<file path="src/rtl/core/assert_macros.svh">
// Assertion macros shared by the conversion core.
`ifndef ASSERT_MACROS_SVH
`define ASSERT_MACROS_SVH

// The consequent must hold in the same cycle as the antecedent.
`define E2Q_ASSERT_IMP(label, clk, rst_n, ante, cons, msg) \
  label: assert property (@(posedge clk) disable iff (!rst_n) (ante) |-> (cons)) \
    else $error(msg);

// The consequent must hold in the cycle after the antecedent.
`define E2Q_ASSERT_NXT(label, clk, rst_n, ante, cons, msg) \
  label: assert property (@(posedge clk) disable iff (!rst_n) (ante) |=> (cons)) \
    else $error(msg);

`endif

</file>
<file path="src/rtl/core/e2q_pkg.sv">
// Shared types, widths and constants of the Euler-to-quaternion core.
`timescale 1ns / 1ps

package e2q_pkg;

  // Port field widths.
  localparam int ANGLE_W = 16;
  localparam int OUT_W   = 16;

  // Internal datapath widths.
  localparam int RAW_W = 32;  // angle bits before scaling to the accumulator
  localparam int CW    = 35;  // CORDIC vector, signed Q32 with headroom
  localparam int ZW    = 36;  // CORDIC angle accumulator, full turn is 2^33
  localparam int SC_W  = 32;  // sine and cosine, signed Q30
  localparam int PW    = 64;  // product of two Q30 values
  localparam int QW    = 66;  // sum of two Q60 terms with headroom

  // Lane and component indexes.
  localparam int NUM_AXES = 3;
  localparam int AX_ROLL  = 0;
  localparam int AX_PITCH = 1;
  localparam int AX_YAW   = 2;
  localparam int NUM_QUAT = 4;
  localparam int QC_X     = 0;
  localparam int QC_Y     = 1;
  localparam int QC_Z     = 2;
  localparam int QC_W     = 3;

  // Reciprocal of the CORDIC gain in Q32.
  localparam logic signed [CW-1:0] CORDIC_K_Q32 = 35'sd2608131496;

  // Rounding of Q32 to Q30 and of a Q60 product to Q30.
  localparam int                   SC_SHIFT = 2;
  localparam logic signed [CW-1:0] SC_RND   = 35'sd2;
  localparam int                   AB_SHIFT = 30;
  localparam logic signed [PW-1:0] AB_RND   = 64'sd536870912;

  // atan(2^-i) in units of 2^-32 turn.
  localparam logic [31:0] ATAN_TURN32 [32] = '{
    32'd536870912, 32'd316933406, 32'd167458907, 32'd85004756,
    32'd42667331,  32'd21354465,  32'd10679838,  32'd5340245,
    32'd2670163,   32'd1335087,   32'd667544,    32'd333772,
    32'd166886,    32'd83443,     32'd41722,     32'd20861,
    32'd10430,     32'd5215,      32'd2608,      32'd1304,
    32'd652,       32'd326,       32'd163,       32'd81,
    32'd41,        32'd20,        32'd10,        32'd5,
    32'd3,         32'd1,         32'd1,         32'd0
  };

  // One rotation lane: vector and residual angle.
  typedef struct packed {
    logic signed [CW-1:0] x;
    logic signed [CW-1:0] y;
    logic signed [ZW-1:0] z;
  } rot_t;

  typedef rot_t [NUM_AXES-1:0] triad_t;

  // Beat moving along the CORDIC cell chain.
  typedef struct packed {
    logic   valid;
    triad_t lanes;
  } cell_beat_t;

  typedef struct packed {
    logic signed [OUT_W-1:0] x;
    logic signed [OUT_W-1:0] y;
    logic signed [OUT_W-1:0] z;
    logic signed [OUT_W-1:0] w;
  } quat_t;

  // Finished result beat leaving the arithmetic pipeline.
  typedef struct packed {
    logic  valid;
    quat_t quat;
  } quat_beat_t;

endpackage

</file>
<file path="src/rtl/core/e2q_out_skid.sv">
// Output register with a skid stage between the pipeline and the result channel.
`timescale 1ns / 1ps
`include "assert_macros.svh"

module e2q_out_skid (
  input  logic                 clk,
  input  logic                 rst_n,
  input  e2q_pkg::quat_beat_t  p_beat,
  output logic                 p_ready,
  output e2q_pkg::quat_beat_t  out_beat,
  input  logic                 out_ready
);

  logic            out_valid_r;
  logic            out_valid_nxt;
  e2q_pkg::quat_t  out_data_r;
  e2q_pkg::quat_t  out_data_nxt;
  logic            skid_valid_r;
  logic            skid_valid_nxt;
  e2q_pkg::quat_t  skid_data_r;
  logic            skid_load;

  // The pipeline advances only while the skid slot is free.
  assign p_ready = !skid_valid_r;

  // Route the pipeline beat and the skid beat to the output register.
  always_comb begin
    out_valid_nxt  = out_valid_r;
    out_data_nxt   = out_data_r;
    skid_valid_nxt = skid_valid_r;
    skid_load      = 1'b0;
    priority if (skid_valid_r) begin
      if (out_ready) begin
        out_data_nxt   = skid_data_r;
        skid_valid_nxt = 1'b0;
      end
    end else if (p_beat.valid) begin
      if (!out_valid_r || out_ready) begin
        out_valid_nxt = 1'b1;
        out_data_nxt  = p_beat.quat;
      end else begin
        skid_valid_nxt = 1'b1;
        skid_load      = 1'b1;
      end
    end else if (out_ready) begin
      out_valid_nxt = 1'b0;
    end
  end

  // Valid flags.
  always_ff @(posedge clk) begin
    if (!rst_n) begin
      out_valid_r  <= 1'b0;
      skid_valid_r <= 1'b0;
    end else begin
      out_valid_r  <= out_valid_nxt;
      skid_valid_r <= skid_valid_nxt;
    end
  end

  // Payload registers.
  always_ff @(posedge clk) begin
    out_data_r <= out_data_nxt;
    if (skid_load) begin
      skid_data_r <= p_beat.quat;
    end
  end

  assign out_beat.valid = out_valid_r;
  assign out_beat.quat  = out_data_r;

  // The skid slot only fills behind a waiting output beat.
  `E2Q_ASSERT_IMP(a_skid_behind_out, clk, rst_n, skid_valid_r, out_valid_r, "skid beat without output beat")
  // A taken output drains the skid slot.
  `E2Q_ASSERT_NXT(a_skid_drain, clk, rst_n, skid_valid_r && out_ready, !skid_valid_r, "skid slot did not drain")
  // A pipeline beat arriving at a stalled output is parked, not dropped.
  `E2Q_ASSERT_NXT(a_skid_park, clk, rst_n, p_beat.valid && p_ready && out_valid_r && !out_ready, skid_valid_r, "pipeline beat dropped")

endmodule

</file>
<file path="config.mk">
export PLATFORM = sky130hd
export DESIGN_NAME = e2q_out_skid
export DESIGN_NICKNAME = d
export VERILOG_FILES = /design/src/rtl/core/e2q_pkg.sv /design/src/rtl/core/e2q_out_skid.sv
export VERILOG_INCLUDE_DIRS = /design/src /design/src/rtl/core
export SDC_FILE = /design/constraint.sdc
export NUM_CORES = 1
export LEC_CHECK = 0
export BUFFER_PORTS_ARGS = -buffer_cell sky130_fd_sc_hd__buf_2
export CAP_MARGIN = 20
export CORE_MARGIN = 5
export CORE_UTILIZATION = 50
export DETAILED_ROUTE_END_ITERATION = 7
export PLACE_DENSITY = 0.86
export SYNTH_ARGS = -nofsm -noshare
export SYNTH_HDL_FRONTEND = slang
export SYNTH_SLANG_ARGS = --single-unit
</file>
<file path="constraint.sdc">
create_clock -name clk -period 7.17 [get_ports clk]
set_clock_uncertainty 0.15 [all_clocks]
set_input_delay 0.717 -clock clk [delete_from_list [all_inputs] [get_ports clk]]
set_output_delay 0.717 -clock clk [all_outputs]
set_load 0.005 [all_outputs]
</file>
==> out/results.ini <==
[global_routing]
grt_pass1_wl_um=13630
gr-usage-met2=0.2180
grt_start_max_net_pins=65
grt-ovfl-total=0
grt_pass1_vias=2611
gr-usage-met1=0.1812
initial_antenna_violation_count=0
globalRoute.busiestLayer=met2
met3_grt_util=0.06510
total_routing_resource_utilization_after_global_routing=0.1442

[cells_and_area]
final_net_count=429
layout.core_utilization=0.6465
drive_above_1_share=0.6123
area_growth_pct=25.63
num_antenna_cells=0

[place]
io_buffers=133
hpwl_um=5672
gp_congestion=0.6854

[synthesis]
synth-edff-count=128
syn-num-nets=282
ys_warn_count=0
synth_async_sr_flop_share=0
synth.ff_latch_count=130
synthDistinctLibCells=16
yosysTopAreaCell=sky130_fd_sc_hd__edfxtp_1
synth-main-ff-cell=sky130_fd_sc_hd__edfxtp_1
postSynthAreaPerCell_um2=23.61
netlist_top_cells_area=sky130_fd_sc_hd__edfxtp_1 76%, sky130_fd_sc_hd__mux2_4 19%, sky130_fd_sc_hd__buf_12 2.4%
synth_top_area_frac=0.7606
synth-seq-area-share=0.7685
netlist_instances=214
syn-cell-area_mm2=0.005054

[clock_tree]
h-tree-depth=4
cts_setup_buffers=0
cts.sinks=130
cts-hold-fix-buffers=0
clk-insertion-delay-late_ns=0.51
clock_tree_from_tritoncts=done
cts-buffers-inserted=17
clock-root-buffer=sky130_fd_sc_hd__clkbuf_8
clk_pin_slew_worst_paths_ns=0.06
cts_max_path_buffers=2
cts-resized-gates=0

[worst_hold_path]
min_path_type=in -> reg

[timing]
grt_setup_unrepaired=false
achievable-frequency_mhz=414.3
timing_worst_slew_pin_value_ns=0.8327
final_setup_violation_count=0
final_min_period_over_clock_period=0.3367
finalSetupTns_ns=0
final-max-slew-violation-count=0
timing.final.crit_period_ns=2.414
max_slew_margin=0.4449
final_hold_viol_count=0

[setup_path]
worst-path-max-fanout=35
ff2ff_setup_slack_ns=4.97
path_delay_family=flip-flops
crit_path_start_kind=flop
worst-endpoint-required_ns=6.30
critPathArrivalTime_ns=1.55
slowest_delay_ns=0.74
critical_path.endpoint_type=primary output
worstPathBufferInverterCount=2
critical_path.slowest_cell=sky130_fd_sc_hd__dfxtp_4
ws_path_type=reg -> out
worstPathCellList=inv_1, buf_2

[floorplanning]
die_w_um=110.5
initial_core_util=0.5147
coreArea_mm2=0.009819
num_io_pins=134
floorplan.rows=36
die_span_y_um=110.5
dieArea_mm2=0.01222

[detailed_routing]
drt_iter0_drc=89
vias_per_cell=4.830
antenna_left=0
remaining_drc_errors=0
drt-pass1-iter-count=4
via_count=2449
routed_wire_length_per_instance_um=16.69
postRouteWirelength_um=8460

[power_and_ir_drop]
max-vdd-ir-drop_mv=0.1384
total_leakage_power_nw=2.506
pwr_dens_mw_per_mm2=290.3

[status]
status=finished clean

[flow_run]
maxCapViolCount=0

-- Yosys cell counts (2+ instances only) --
cell type and count:
sky130_fd_sc_hd__buf_6 2, sky130_fd_sc_hd__edfxtp_1 128, sky130_fd_sc_hd__mux2_4 64, sky130_fd_sc_hd__dfxtp_1 2
sky130_fd_sc_hd__buf_12 6, sky130_fd_sc_hd__nand2_1 2
-- logic make-up (layout without fill, tap and decap cells) --
family	count (synthesis)	after routing	synth area share
buffers and inverters	10	170	0.03045
AO/OA/AOI/OAI	3	3	0.003712
multiplexers	64	64	0.1901
flip-flops	130	130	0.7685
AND/OR/NAND/NOR	7	7	0.007181
-- metrics by stage --
| stage | power (mW) | worst slack, ns | hold WS (ns) | instance area [um^2] | cells |
|---|---|---|---|---|---|
| 2_1_floorplan | 0.9743 | 1.331 | 0.3132 | 5054 | 214 |
| 3_3_place_gp | 1.026 | 5.000 | 0.3243 | 5776 | 475 |
| 3_5_place_dp | 1.031 | 4.955 | 0.3732 | 5776 | 475 |
| 4_1_cts | 1.865 | 4.695 | 0.2181 | 6349 | 507 |
| 5_1_grt | 1.916 | 4.639 | 0.2175 | 6349 | 507 |
| 6_report | 1.843 | 4.756 | 0.2489 | 6349 | 507 |
-- area by class of cell --
type                            count  area (um^2)
Clock buffer                       26        467.9
Clock inverter                      6        105.1
Fill cell                         706         3471
Inverter                            1        3.754
Multi-Input combinational cell     74         1022
Sequential cell                   130         3887
Tap cell                          133        166.4
Timing Repair Buffer              137        695.7
-- power by group --
part / internal, mW / switching [mW]
Clock: 0.546 / 0.283
Combinational: 0.0656 / 0.0523
Sequential: 0.883 / 0.0123
-- state kept, by name, summed over array words and instances, names as in the netlist --
register and count:
out_beat 64, out_valid_r 1, skid_valid_r 1, skid_data_r 64
-- cells in the final DEF (no fill, tap or decap), drive strengths merged --
| cell | Yosys | routed |
|---|---|---|
| mux2 | 64 | 64 |
| o22a | 1 | 1 |
| nand2b | 1 | 1 |
| dfxtp | 2 | 2 |
| bufinv | 0 | 3 |
| nor2b | 1 | 1 |
| edfxtp | 128 | 128 |
| inv | 1 | 1 |
| nor2 | 1 | 1 |
| clkinv | 0 | 3 |
| buf | 9 | 137 |
| nand2 | 2 | 2 |
| o21ai | 1 | 1 |
| a21oi | 1 | 1 |
| nand3b | 1 | 1 |
| clkbuf | 0 | 26 |
| nor3 | 1 | 1 |
-- final timing paths --
path                                    from              to  cells past startpoint
worst min-delay path               p_beat[0]  skid_data_r[0]                      1
worst max-delay path            skid_valid_r         p_ready                      2
worst min register to register   out_valid_r     out_valid_r                      2
worst max register to register  skid_valid_r    out_beat[11]                      2
-- routing by layer --
| layer | vias to the layer above | share of wire | wire, um |
|---|---|---|---|
| li1 | 1140 | - | - |
| met1 | 1193 | 0.43 | 3615 |
| met2 | 100 | 0.48 | 4028 |
| met3 | 16 | 0.079 | 672 |
| met4 | 0 | 0.017 | 144 |
| met5 | - | 0 | 0 |
No activity file was read; power rests on OpenSTA's default activity.
